## config.mk

```make
export PLATFORM = sky130hd
export DESIGN_NAME = stable_depth_order_sorter_flat
export DESIGN_NICKNAME = d
export VERILOG_FILES = /design/src/rtl/sdos_pkg.sv /design/src/rtl/sdos_ifs.sv /design/src/rtl/sdos_ram.sv /design/src/rtl/sdos_ctrl.sv /design/src/rtl/stable_depth_order_sorter.sv /design/src/flat_wrapper.sv
export VERILOG_INCLUDE_DIRS = /design/src /design/src/rtl
export SDC_FILE = /design/constraint.sdc
export NUM_CORES = 2
export LEC_CHECK = 0
export ABC_AREA = 1
export BUFFER_PORTS_ARGS = -buffer_cell sky130_fd_sc_hd__buf_2
export CAP_MARGIN = 20
export CORE_AREA = 2 2 728 730
export CTS_BUF_LIST = sky130_fd_sc_hd__clkbuf_8
export DETAILED_ROUTE_END_ITERATION = 8
export DIE_AREA = 0 0 730 732
export PLACE_DENSITY = 0.4
export SYNTH_ARGS = -nofsm -noshare
export SYNTH_HDL_FRONTEND = slang
export SYNTH_HIERARCHICAL = 1
export SYNTH_SLANG_ARGS = --single-unit
export TNS_END_PERCENT = 50
```

## constraint.sdc

```tcl
create_clock -name clk -period 9.91 [get_ports clk]
set_input_delay 0 -clock clk [delete_from_list [all_inputs] [get_ports clk]]
set_output_delay 0 -clock clk [all_outputs]
set_load 0.05 [all_outputs]
```

## src/rtl/assert_macros.svh

```systemverilog
// assertion macros used by the sorter top level
`ifndef ASSERT_MACROS_SVH
`define ASSERT_MACROS_SVH

// checked property, masked while reset is asserted
`define SDOS_ASSERT(label, prop, msg) \
  label: assert property (@(posedge clk) disable iff (!rst_n) prop) else $error(msg);

// checked property that also covers the reset cycles
`define SDOS_ASSERT_RST(label, prop, msg) \
  label: assert property (@(posedge clk) prop) else $error(msg);

`endif

```

## src/rtl/sdos_pkg.sv

```systemverilog
// package: sizes, key entry type, memory request type and key compare
`timescale 1ns / 1ps

package sdos_pkg;

  localparam int MAX_ENTITIES   = 64;
  localparam int ADDR_W         = $clog2(MAX_ENTITIES);
  localparam int CNT_W          = $clog2(MAX_ENTITIES + 1);
  localparam int Y_POS_W        = 24;
  localparam int Z_ORDER_W      = 16;
  localparam int ENTITY_INDEX_W = 6;

  // one sorted slot: both keys and the arrival index
  typedef struct packed {
    logic signed [Y_POS_W-1:0]   y_pos;
    logic signed [Z_ORDER_W-1:0] z_order;
    logic [ADDR_W-1:0]           idx;
  } entry_t;

  localparam int ENTRY_W = $bits(entry_t);

  // key memory access for one cycle
  typedef struct packed {
    logic              we;
    logic [ADDR_W-1:0] waddr;
    entry_t            wdata;
    logic              re;
    logic [ADDR_W-1:0] raddr;
  } ram_req_t;

  // true when the stored entry must move up past the new one
  function automatic logic goes_after(entry_t stored, entry_t fresh);
    logic res;
    res = (stored.y_pos > fresh.y_pos) ||
          ((stored.y_pos == fresh.y_pos) && (stored.z_order > fresh.z_order));
    return res;
  endfunction

endpackage

```

## src/rtl/sdos_ifs.sv

```systemverilog
// channel interfaces: entity input and sorted index output
`timescale 1ns / 1ps

interface sdos_in_if;
  logic                                    valid;
  logic                                    ready;
  logic                                    active;
  logic signed [sdos_pkg::Y_POS_W-1:0]     y_pos;
  logic signed [sdos_pkg::Z_ORDER_W-1:0]   z_order;
  logic                                    last_entity;

  modport source (output valid, active, y_pos, z_order, last_entity, input ready);
  modport sink   (input valid, active, y_pos, z_order, last_entity, output ready);
endinterface

interface sdos_out_if;
  logic                                  valid;
  logic                                  ready;
  logic [sdos_pkg::ENTITY_INDEX_W-1:0]   entity_index;
  logic                                  last_of_run;
  logic                                  empty_set;

  modport source (output valid, entity_index, last_of_run, empty_set, input ready);
  modport sink   (input valid, entity_index, last_of_run, empty_set, output ready);
endinterface

```

## src/rtl/sdos_ram.sv

```systemverilog
// generic single write, single read port ram with registered read data
`timescale 1ns / 1ps

module sdos_ram #(
  parameter int WIDTH  = 8,
  parameter int DEPTH  = 64,
  parameter int ADDR_W = $clog2(DEPTH)
) (
  input  logic              clk,
  input  logic              wr_en,
  input  logic [ADDR_W-1:0] wr_addr,
  input  logic [WIDTH-1:0]  wr_data,
  input  logic              rd_en,
  input  logic [ADDR_W-1:0] rd_addr,
  output logic [WIDTH-1:0]  rd_data
);

  logic [WIDTH-1:0] mem_r [DEPTH];
  logic [WIDTH-1:0] rd_data_r;

  // write port
  always_ff @(posedge clk) begin
    if (wr_en) begin
      mem_r[wr_addr] <= wr_data;
    end
  end

  // read port, data held until the next read
  always_ff @(posedge clk) begin
    if (rd_en) begin
      rd_data_r <= mem_r[rd_addr];
    end
  end

  assign rd_data = rd_data_r;

endmodule

```

## src/rtl/sdos_ctrl.sv

```systemverilog
// insertion and readout sequencer with output register
`timescale 1ns / 1ps

module sdos_ctrl (
  input  logic                clk,
  input  logic                rst_n,
  sdos_in_if.sink             in_ch,
  sdos_out_if.source          out_ch,
  output sdos_pkg::ram_req_t  ram_req,
  input  sdos_pkg::entry_t    rd_entry
);

  typedef enum logic [4:0] {
    ST_IDLE     = 5'b00001,
    ST_SHIFT    = 5'b00010,
    ST_PLACE    = 5'b00100,
    ST_EMIT_RD  = 5'b01000,
    ST_EMIT_OUT = 5'b10000
  } state_t;

  localparam logic [sdos_pkg::CNT_W-1:0] MAX_CNT =
    sdos_pkg::CNT_W'(sdos_pkg::MAX_ENTITIES);

  state_t                          state_r, state_nxt;
  logic [sdos_pkg::CNT_W-1:0]      arrival_r, arrival_nxt;
  logic [sdos_pkg::CNT_W-1:0]      active_r, active_nxt;
  logic [sdos_pkg::ADDR_W-1:0]     pos_r, pos_nxt;
  logic [sdos_pkg::ADDR_W-1:0]     k_r, k_nxt;
  logic                            last_r, last_nxt;
  sdos_pkg::entry_t                new_r, new_nxt;
  logic                            out_valid_r, out_valid_nxt;
  logic [sdos_pkg::ENTITY_INDEX_W-1:0] out_idx_r;
  logic                            out_last_r;
  logic                            out_empty_r;

  logic                            in_fire;
  logic                            store;
  logic                            out_free;
  logic                            out_load;
  logic                            emit_empty;
  logic                            emit_final;
  sdos_pkg::entry_t                in_entry;
  state_t                          finish_state;

  // input transaction and decode
  assign in_ch.ready = (state_r == ST_IDLE);
  assign in_fire     = in_ch.valid && in_ch.ready;
  assign store       = in_ch.active && (arrival_r < MAX_CNT) && (active_r < MAX_CNT);
  assign in_entry    = '{y_pos:   in_ch.y_pos,
                         z_order: in_ch.z_order,
                         idx:     arrival_r[sdos_pkg::ADDR_W-1:0]};
  assign finish_state = last_r ? ST_EMIT_RD : ST_IDLE;

  // readout status
  assign out_free   = !out_valid_r || out_ch.ready;
  assign emit_empty = (active_r == '0);
  assign emit_final = emit_empty ||
                      ((sdos_pkg::CNT_W'(k_r) + sdos_pkg::CNT_W'(1)) == active_r);
  assign out_load   = (state_r == ST_EMIT_OUT) && out_free;

  // sequencer
  always_comb begin
    state_nxt     = state_r;
    arrival_nxt   = arrival_r;
    active_nxt    = active_r;
    pos_nxt       = pos_r;
    k_nxt         = k_r;
    last_nxt      = last_r;
    new_nxt       = new_r;
    ram_req       = '0;
    case (state_r)
      ST_IDLE: begin
        if (in_fire) begin
          new_nxt  = in_entry;
          last_nxt = in_ch.last_entity;
          if (arrival_r < MAX_CNT) begin
            arrival_nxt = arrival_r + sdos_pkg::CNT_W'(1);
          end
          if (store) begin
            active_nxt = active_r + sdos_pkg::CNT_W'(1);
            if (active_r == '0) begin
              // first entry goes straight to slot zero
              ram_req.we    = 1'b1;
              ram_req.waddr = '0;
              ram_req.wdata = in_entry;
              state_nxt     = in_ch.last_entity ? ST_EMIT_RD : ST_IDLE;
            end else begin
              pos_nxt       = active_r[sdos_pkg::ADDR_W-1:0];
              ram_req.re    = 1'b1;
              ram_req.raddr = active_r[sdos_pkg::ADDR_W-1:0] - sdos_pkg::ADDR_W'(1);
              state_nxt     = ST_SHIFT;
            end
          end else if (in_ch.last_entity) begin
            state_nxt = (active_r == '0) ? ST_EMIT_OUT : ST_EMIT_RD;
          end
        end
      end
      ST_SHIFT: begin
        if (sdos_pkg::goes_after(rd_entry, new_r)) begin
          // move the slot below up by one, fetch the next one down
          ram_req.we    = 1'b1;
          ram_req.waddr = pos_r;
          ram_req.wdata = rd_entry;
          pos_nxt       = pos_r - sdos_pkg::ADDR_W'(1);
          if (pos_r == sdos_pkg::ADDR_W'(1)) begin
            state_nxt = ST_PLACE;
          end else begin
            ram_req.re    = 1'b1;
            ram_req.raddr = pos_r - sdos_pkg::ADDR_W'(2);
          end
        end else begin
          ram_req.we    = 1'b1;
          ram_req.waddr = pos_r;
          ram_req.wdata = new_r;
          state_nxt     = finish_state;
        end
      end
      ST_PLACE: begin
        ram_req.we    = 1'b1;
        ram_req.waddr = pos_r;
        ram_req.wdata = new_r;
        state_nxt     = finish_state;
      end
      ST_EMIT_RD: begin
        ram_req.re    = 1'b1;
        ram_req.raddr = k_r;
        state_nxt     = ST_EMIT_OUT;
      end
      ST_EMIT_OUT: begin
        if (out_free) begin
          if (emit_final) begin
            arrival_nxt = '0;
            active_nxt  = '0;
            k_nxt       = '0;
            state_nxt   = ST_IDLE;
          end else begin
            k_nxt         = k_r + sdos_pkg::ADDR_W'(1);
            ram_req.re    = 1'b1;
            ram_req.raddr = k_r + sdos_pkg::ADDR_W'(1);
          end
        end
      end
      default: begin
        state_nxt = ST_IDLE;
      end
    endcase
  end

  // output valid
  always_comb begin
    out_valid_nxt = out_valid_r && !out_ch.ready;
    if (out_load) begin
      out_valid_nxt = 1'b1;
    end
  end

  // control registers
  always_ff @(posedge clk) begin
    if (!rst_n) begin
      state_r     <= ST_IDLE;
      arrival_r   <= '0;
      active_r    <= '0;
      pos_r       <= '0;
      k_r         <= '0;
      last_r      <= 1'b0;
      out_valid_r <= 1'b0;
    end else begin
      state_r     <= state_nxt;
      arrival_r   <= arrival_nxt;
      active_r    <= active_nxt;
      pos_r       <= pos_nxt;
      k_r         <= k_nxt;
      last_r      <= last_nxt;
      out_valid_r <= out_valid_nxt;
    end
  end

  // payload registers
  always_ff @(posedge clk) begin
    new_r <= new_nxt;
    if (out_load) begin
      out_idx_r   <= emit_empty ? '0 : sdos_pkg::ENTITY_INDEX_W'(rd_entry.idx);
      out_last_r  <= emit_final;
      out_empty_r <= emit_empty;
    end
  end

  assign out_ch.valid        = out_valid_r;
  assign out_ch.entity_index = out_idx_r;
  assign out_ch.last_of_run  = out_last_r;
  assign out_ch.empty_set    = out_empty_r;

endmodule

```

## src/rtl/stable_depth_order_sorter.sv

```systemverilog
// top level: stable two-key depth order sorter
//
//  channel  dir  handshake      payload
//  in_ch    in   valid / ready  active, y_pos, z_order, last_entity
//  out_ch   out  valid / ready  entity_index, last_of_run, empty_set
//
// an inactive or beyond-capacity item is handled in ST_IDLE alone, as is the first stored
// entry of a run; any other active item reads the last stored slot in ST_IDLE, then moves
// past each stored entry that goes after it in ST_SHIFT, one read-compare-write on the key
// ram per cycle, and is written in ST_SHIFT or ST_PLACE
// readout after the last item: ST_EMIT_RD reads the first slot, then ST_EMIT_OUT gives
// one result per cycle while out_ch is ready; an empty set skips ST_EMIT_RD
// synchronous active-low reset clears the counters, no ram clearing pass
// in_ch is stalled during insertion and readout; out_ch stalls hold the output register
`timescale 1ns / 1ps
`include "assert_macros.svh"

module stable_depth_order_sorter (
  input  logic        clk,
  input  logic        rst_n,
  sdos_in_if.sink     in_ch,
  sdos_out_if.source  out_ch
);

  sdos_pkg::ram_req_t              ram_req;
  sdos_pkg::entry_t                rd_entry;
  logic [sdos_pkg::ENTRY_W-1:0]    rd_data;

  // sequencer
  sdos_ctrl u_ctrl (
    .clk      (clk),
    .rst_n    (rst_n),
    .in_ch    (in_ch),
    .out_ch   (out_ch),
    .ram_req  (ram_req),
    .rd_entry (rd_entry)
  );

  // sorted key and index store
  sdos_ram #(
    .WIDTH  (sdos_pkg::ENTRY_W),
    .DEPTH  (sdos_pkg::MAX_ENTITIES),
    .ADDR_W (sdos_pkg::ADDR_W)
  ) u_key_ram (
    .clk     (clk),
    .wr_en   (ram_req.we),
    .wr_addr (ram_req.waddr),
    .wr_data (ram_req.wdata),
    .rd_en   (ram_req.re),
    .rd_addr (ram_req.raddr),
    .rd_data (rd_data)
  );

  assign rd_entry = sdos_pkg::entry_t'(rd_data);

  // checks
  `SDOS_ASSERT(a_no_rw_clash, (ram_req.we && ram_req.re) |-> (ram_req.waddr != ram_req.raddr), "read and write hit the same slot")
  `SDOS_ASSERT(a_waddr_range, ram_req.we |-> (ram_req.waddr <= sdos_pkg::ADDR_W'(sdos_pkg::MAX_ENTITIES - 1)), "write beyond capacity")
  `SDOS_ASSERT(a_empty_is_last, out_ch.valid |-> (!out_ch.empty_set || out_ch.last_of_run), "empty result not marked last")
  `SDOS_ASSERT_RST(a_reset_no_out, !rst_n |=> !out_ch.valid, "output valid after reset")

endmodule

```

## src/flat_wrapper.sv

```systemverilog
// flat-port wrapper written by rule: the top's interface ports become plain ports
module stable_depth_order_sorter_flat 
  (clk, rst_n, in_ch_valid, in_ch_active, in_ch_y_pos, in_ch_z_order, in_ch_last_entity, in_ch_ready, out_ch_valid, out_ch_entity_index, out_ch_last_of_run, out_ch_empty_set, out_ch_ready);
  sdos_in_if in_ch_i ();
  sdos_out_if out_ch_i ();
  input  logic clk;
  input  logic rst_n;
  input wire logic [$bits(in_ch_i.valid)-1:0] in_ch_valid;
  input wire logic [$bits(in_ch_i.active)-1:0] in_ch_active;
  input wire logic [$bits(in_ch_i.y_pos)-1:0] in_ch_y_pos;
  input wire logic [$bits(in_ch_i.z_order)-1:0] in_ch_z_order;
  input wire logic [$bits(in_ch_i.last_entity)-1:0] in_ch_last_entity;
  output wire logic [$bits(in_ch_i.ready)-1:0] in_ch_ready;
  output wire logic [$bits(out_ch_i.valid)-1:0] out_ch_valid;
  output wire logic [$bits(out_ch_i.entity_index)-1:0] out_ch_entity_index;
  output wire logic [$bits(out_ch_i.last_of_run)-1:0] out_ch_last_of_run;
  output wire logic [$bits(out_ch_i.empty_set)-1:0] out_ch_empty_set;
  input wire logic [$bits(out_ch_i.ready)-1:0] out_ch_ready;
  assign in_ch_i.valid = in_ch_valid;
  assign in_ch_i.active = in_ch_active;
  assign in_ch_i.y_pos = in_ch_y_pos;
  assign in_ch_i.z_order = in_ch_z_order;
  assign in_ch_i.last_entity = in_ch_last_entity;
  assign in_ch_ready = in_ch_i.ready;
  assign out_ch_valid = out_ch_i.valid;
  assign out_ch_entity_index = out_ch_i.entity_index;
  assign out_ch_last_of_run = out_ch_i.last_of_run;
  assign out_ch_empty_set = out_ch_i.empty_set;
  assign out_ch_i.ready = out_ch_ready;
  stable_depth_order_sorter u_core (.clk(clk), .rst_n(rst_n), .in_ch(in_ch_i), .out_ch(out_ch_i));
endmodule
```

==> summary.txt <==
Floorplanning
  • Io pins: 56
  • Core footprint: 0.5268 sq mm
  • Initial core utilization: 23.89%
  • Die Ht: 732 um
  • FP Rows: 267
  • Die X: 730 um
  • DIE AREA: 0.5344 sq mm

Drt
  • Final WL: 446300 um
  • DR pass1 iterations: 6
  • Via count: 83760
  • Wire per inst: 24.54 um
  • Met1 Wirelength: 204300 um
  • Met3 WL: 27110 um
  • Top Metal Used: met5
  • Starting DRT DRC Count: 7331
  • Met2 wire len: 203800 um
  • # DRC: 0
  • DR vias/cell: 4.606
  • DRT antenna net count: 0

Critical path
  • Buf/Inv on CP: 5
  • Crit path depth: 24
  • Worst setup SP type: flop
  • Critical path capture point: u_core/u_key_ram/rd_data[36]$_DFFE_PP_
  • Worst Setup Path Type: reg -> reg
  • CP peak stage delay: 700 ps
  • Family with the most delay on the worst path: simple AND/OR/NAND/NOR gates
  • Worst setup path startpoint: u_core/u_key_ram/rd_data[33]$_DFFE_PP_
  • Cell mode on critical path: nand2_1
  • Slowest-stage cell, CP: buf_4
  • CP Cell Sequence: ha_1 -> nand2_1 -> inv_1 -> nand4_1 -> nor2_1 -> nand2_1 -> a31oi_1 -> nand2_1 -> nand2_2 -> nand3_1 -> inv_1 -> nand2_1 -> nand4_1 -> buf_12 -> buf_4 -> buf_4 -> nand2_1 -> nand3_1 -> nand3_1 -> nand3_1 -> nand3_1 -> nand2_1 -> nand2_1 -> nand2_1
  • RR Endpoint: u_core/u_key_ram/rd_data[36]$_DFFE_PP_
  • Worst-path fanout max: 87
  • Arr. time, crit path: 7440 ps
  • Crit. End Element: flop
  • Worst r2r src: u_core/u_key_ram/rd_data[33]$_DFFE_PP_
  • R2r setup slk: 3470 ps
  • Worst EP required: 10920 ps
  • R2r worst-path depth: 24

Power and ir drop
  • Switching power total: 10.26 mW
  • Comb pwr share: 19.3%
  • Seq pwr share: 47.1%
  • Leakage power total: 50.66 nW
  • Max rail drop VDD: 0.1284 mV
  • Power Total: 31.89 mW
  • Pint: 21.63 mW
  • Switching part of the total: 32.17%
  • Pwr per Cell Area: 220.3 mW/mm^2
  • Clock share of power: 33.6%

Logic synthesis
  • Number of enable flip-flop cells after synthesis: 3044
  • Async SR Flop Fraction: 0%
  • Synth top area share: 72.63%
  • Syn_area_per_cell: 11.95 sq um
  • Post-synth top flop: edfxtp_1
  • Post-synthesis register bit count: 3077
  • Cell Area, Synth: 0.1259 sq mm
  • Post-synthesis sequential area ratio: 73.15%
  • Yosys warnings: 6
  • Post-Syn Instances: 10530
  • Syn_nets: 10630
  • Area contributors post-synth: edfxtp_1 (73%), nand3_1 (11%), nand2_1 (10%), buf_2 (1.4%), buf_6 (0.67%)
  • Post-synth cell types: 46
  • Yosys top cell by area: edfxtp_1

Clock tree
  • Resized cells post-CTS: 0
  • Worst-skew pair later-pin latency: 1190 ps
  • Hold buffers post-CTS: 96
  • H-tree levels: 6
  • CTS tree: built
  • Post-CTS setup buffers: 0
  • Clock buffer count from CTS: 550
  • Reg clk slew, reported paths: 60 ps
  • Worst-case clock buffer depth: 4
  • CTS sink cnt: 3077
  • Clk root buf: clkbuf_8

Timing
  • Hold Fails Final Rpt: 0
  • Final period util: 64.94%
  • Setup_tns: 0 ps
  • RSZ-0062 raised after global routing: false
  • Final setup fails: 0
  • Smallest hold slack: 121.1 ps
  • Clk_skew: 76.36 ps
  • Slew headroom: 26.71%
  • Slew @ Worst Pin: 1096 ps
  • Final Critical Period: 6435 ps
  • Slew Limit Fails: 0
  • Fmax: 155.4 MHz

Flow run
  • Max-cap violations: 0

Worst hold path
  • Hold Crit Class: in -> reg

Global route
  • Global-route wire length before repair: 629600 um
  • Initial antenna violation count: 32
  • GRT overflow: 0
  • Total Routing Usage GR: 16.18%
  • Number of global-route vias before repair: 81740
  • Largest net degree at the start of global routing: 152

Placement
  • GPL Wtd Cong: 0.7623
  • Placed Area: 0.1343 sq mm
  • Hpwl dp: 225200 um
  • Port Buffer Count: 55
  • Placed insts: 17150

Status
  • Outcome: finished clean

Layout
  • Final cell count without fillers: 18190
  • Area Overhead vs Synth: 15.00%
  • Share of layout cells above drive strength 1: 9.668%
  • Final Cell Area: 0.1447 sq mm
  • Nets: 10900
-- cell usage in the layout, fill, tap and decap left out, types with 4 or more instances in the layout --
master and count:
inv_2 11, dfxtp_1 33, ha_1 48, nand3b_1 4, clkbuf_8 561, xor2_1 11
o221ai_4 8, inv_6 14, buf_12 46, nand4_1 63, buf_2 55, nand3_2 37
clkinv_2 24, nor2_1 70, clkinvlp_4 27, o21ai_0 23, nand2_1 3475, inv_1 303
nor4_2 8, inv_8 8, clkinv_1 109, edfxtp_1 3044, nor2_4 59, nand3_1 2764
a21oi_1 34, nor3_1 5, diode_2 12, dlygate4sd3_1 96, buf_4 196
-- cell families (layout without fill, tap and decap cells) --
logic type               Yosys count  in the layout  synth area share [%]
adder cells (fa/ha/maj)           48             48                0.4772
AND/OR/NAND/NOR                 6504           6504                 22.43
flip-flops                      3077           3077                 73.15
buffers and inverters            810           1459                 3.482
other                              0             12                     0
XOR/XNOR                          12             12               0.08351
AO/OA/AOI/OAI                     81             81                0.3778
-- worst min path at each step --
| stage | cells past startpoint | startpoint | endpoint | slack (ps) |
|---|---|---|---|---|
| after floorplan | 0 | in_ch_z_order[4] | u_core/u_ctrl/new_r[10]$_DFFE_PP_ | 100 |
| after global placement | 1 | in_ch_z_order[11] | u_core/u_ctrl/new_r[17]$_DFFE_PP_ | 200 |
| after detailed placement | 1 | in_ch_z_order[11] | u_core/u_ctrl/new_r[17]$_DFFE_PP_ | 200 |
| after CTS | 3 | in_ch_z_order[4] | u_core/u_ctrl/new_r[10]$_DFFE_PP_ | 10 |
| after global routing | 3 | in_ch_z_order[9] | u_core/u_ctrl/new_r[15]$_DFFE_PP_ | 100 |
| final | 3 | in_ch_z_order[9] | u_core/u_ctrl/new_r[15]$_DFFE_PP_ | 120 |
-- metrics by stage --
stage / util, % / worst slack, ps
6_report: 27.47 / 3475
5_1_grt: 27.47 / 3264
4_1_cts: 27.46 / 3524
3_5_place_dp: 25.49 / 3556
3_3_place_gp: 25.49 / 3580
2_1_floorplan: - / 2811
-- cells in the mapped netlist (3+ instances only) --
cell type / count
clkbuf_1: 109
buf_8: 3
nor2_1: 128
inv_1: 121
o221ai_1: 8
nand2_1: 3476
nor4_1: 11
buf_4: 71
nor3_1: 5
buf_1: 49
o21a_1: 3
or2_2: 3
edfxtp_1: 3044
buf_2: 364
clkinv_1: 3
nand3_1: 2802
a21oi_1: 34
ha_1: 48
dfxtp_1: 33
inv_4: 3
inv_2: 11
o21ai_0: 23
nand4_1: 63
xor2_1: 11
nand3b_1: 4
buf_6: 75
-- metal layers --
| layer | GRT usage [%] | vias to the layer above |
|---|---|---|
| met5 | 0 | - |
| met2 | 25.67 | 2506 |
| li1 | - | 38010 |
| met3 | 2.665 | 706 |
| met1 | 22.90 | 42540 |
| met4 | 4.126 | 6 |
-- sequential cells by signal, summed over array words and instances (netlist names), 6 cells and up --
signal	flops
u_core/u_ctrl/pos_r	6
u_core/u_key_ram/rd_data	46
u_core/u_ctrl/out_ch.entity_index	6
u_core/u_ctrl/k_r	6
u_core/u_ctrl/active_r	7
u_core/u_ctrl/arrival_r	7
u_core/u_ctrl/new_r	46
u_core/u_key_ram/mem_r	2944
-- power groups by stage --
stage	sequential, mW	clock (mW)	combinational [mW]
floorplan	15.2	0	3.80
detailed placement	15.3	0	6.15
finish	15.0	10.7	6.16
global placement	15.3	0	6.19
global route	15.0	11.6	6.78
CTS	15.0	11.1	6.21
-- final cells by class --
type,count,area [sq um]
antenna,12,30.03
clock buffer,561,7721
clock inverter,365,1703
fill,54770,382100
inverter,138,573.1
multi-input combinational,6645,30240
sequential,3077,92070
tap,6994,8751
timing repair buffer,395,3655
-- worst register-to-register path, cell delays in order (launching register included) --
cell,delay (ps)
edfxtp_1,680
ha_1,440
nand2_1,60
inv_1,60
nand4_1,130
nor2_1,290
nand2_1,310
a31oi_1,240
nand2_1,130
nand2_2,120
nand3_1,210
inv_1,200
nand2_1,80
nand4_1,140
buf_12,510
buf_4,580
buf_4,720
nand2_1,180
nand3_1,120
nand3_1,90
nand3_1,100
nand3_1,180
nand2_1,420
nand2_1,130
nand2_1,170
(Power assumes the default switching activity.)
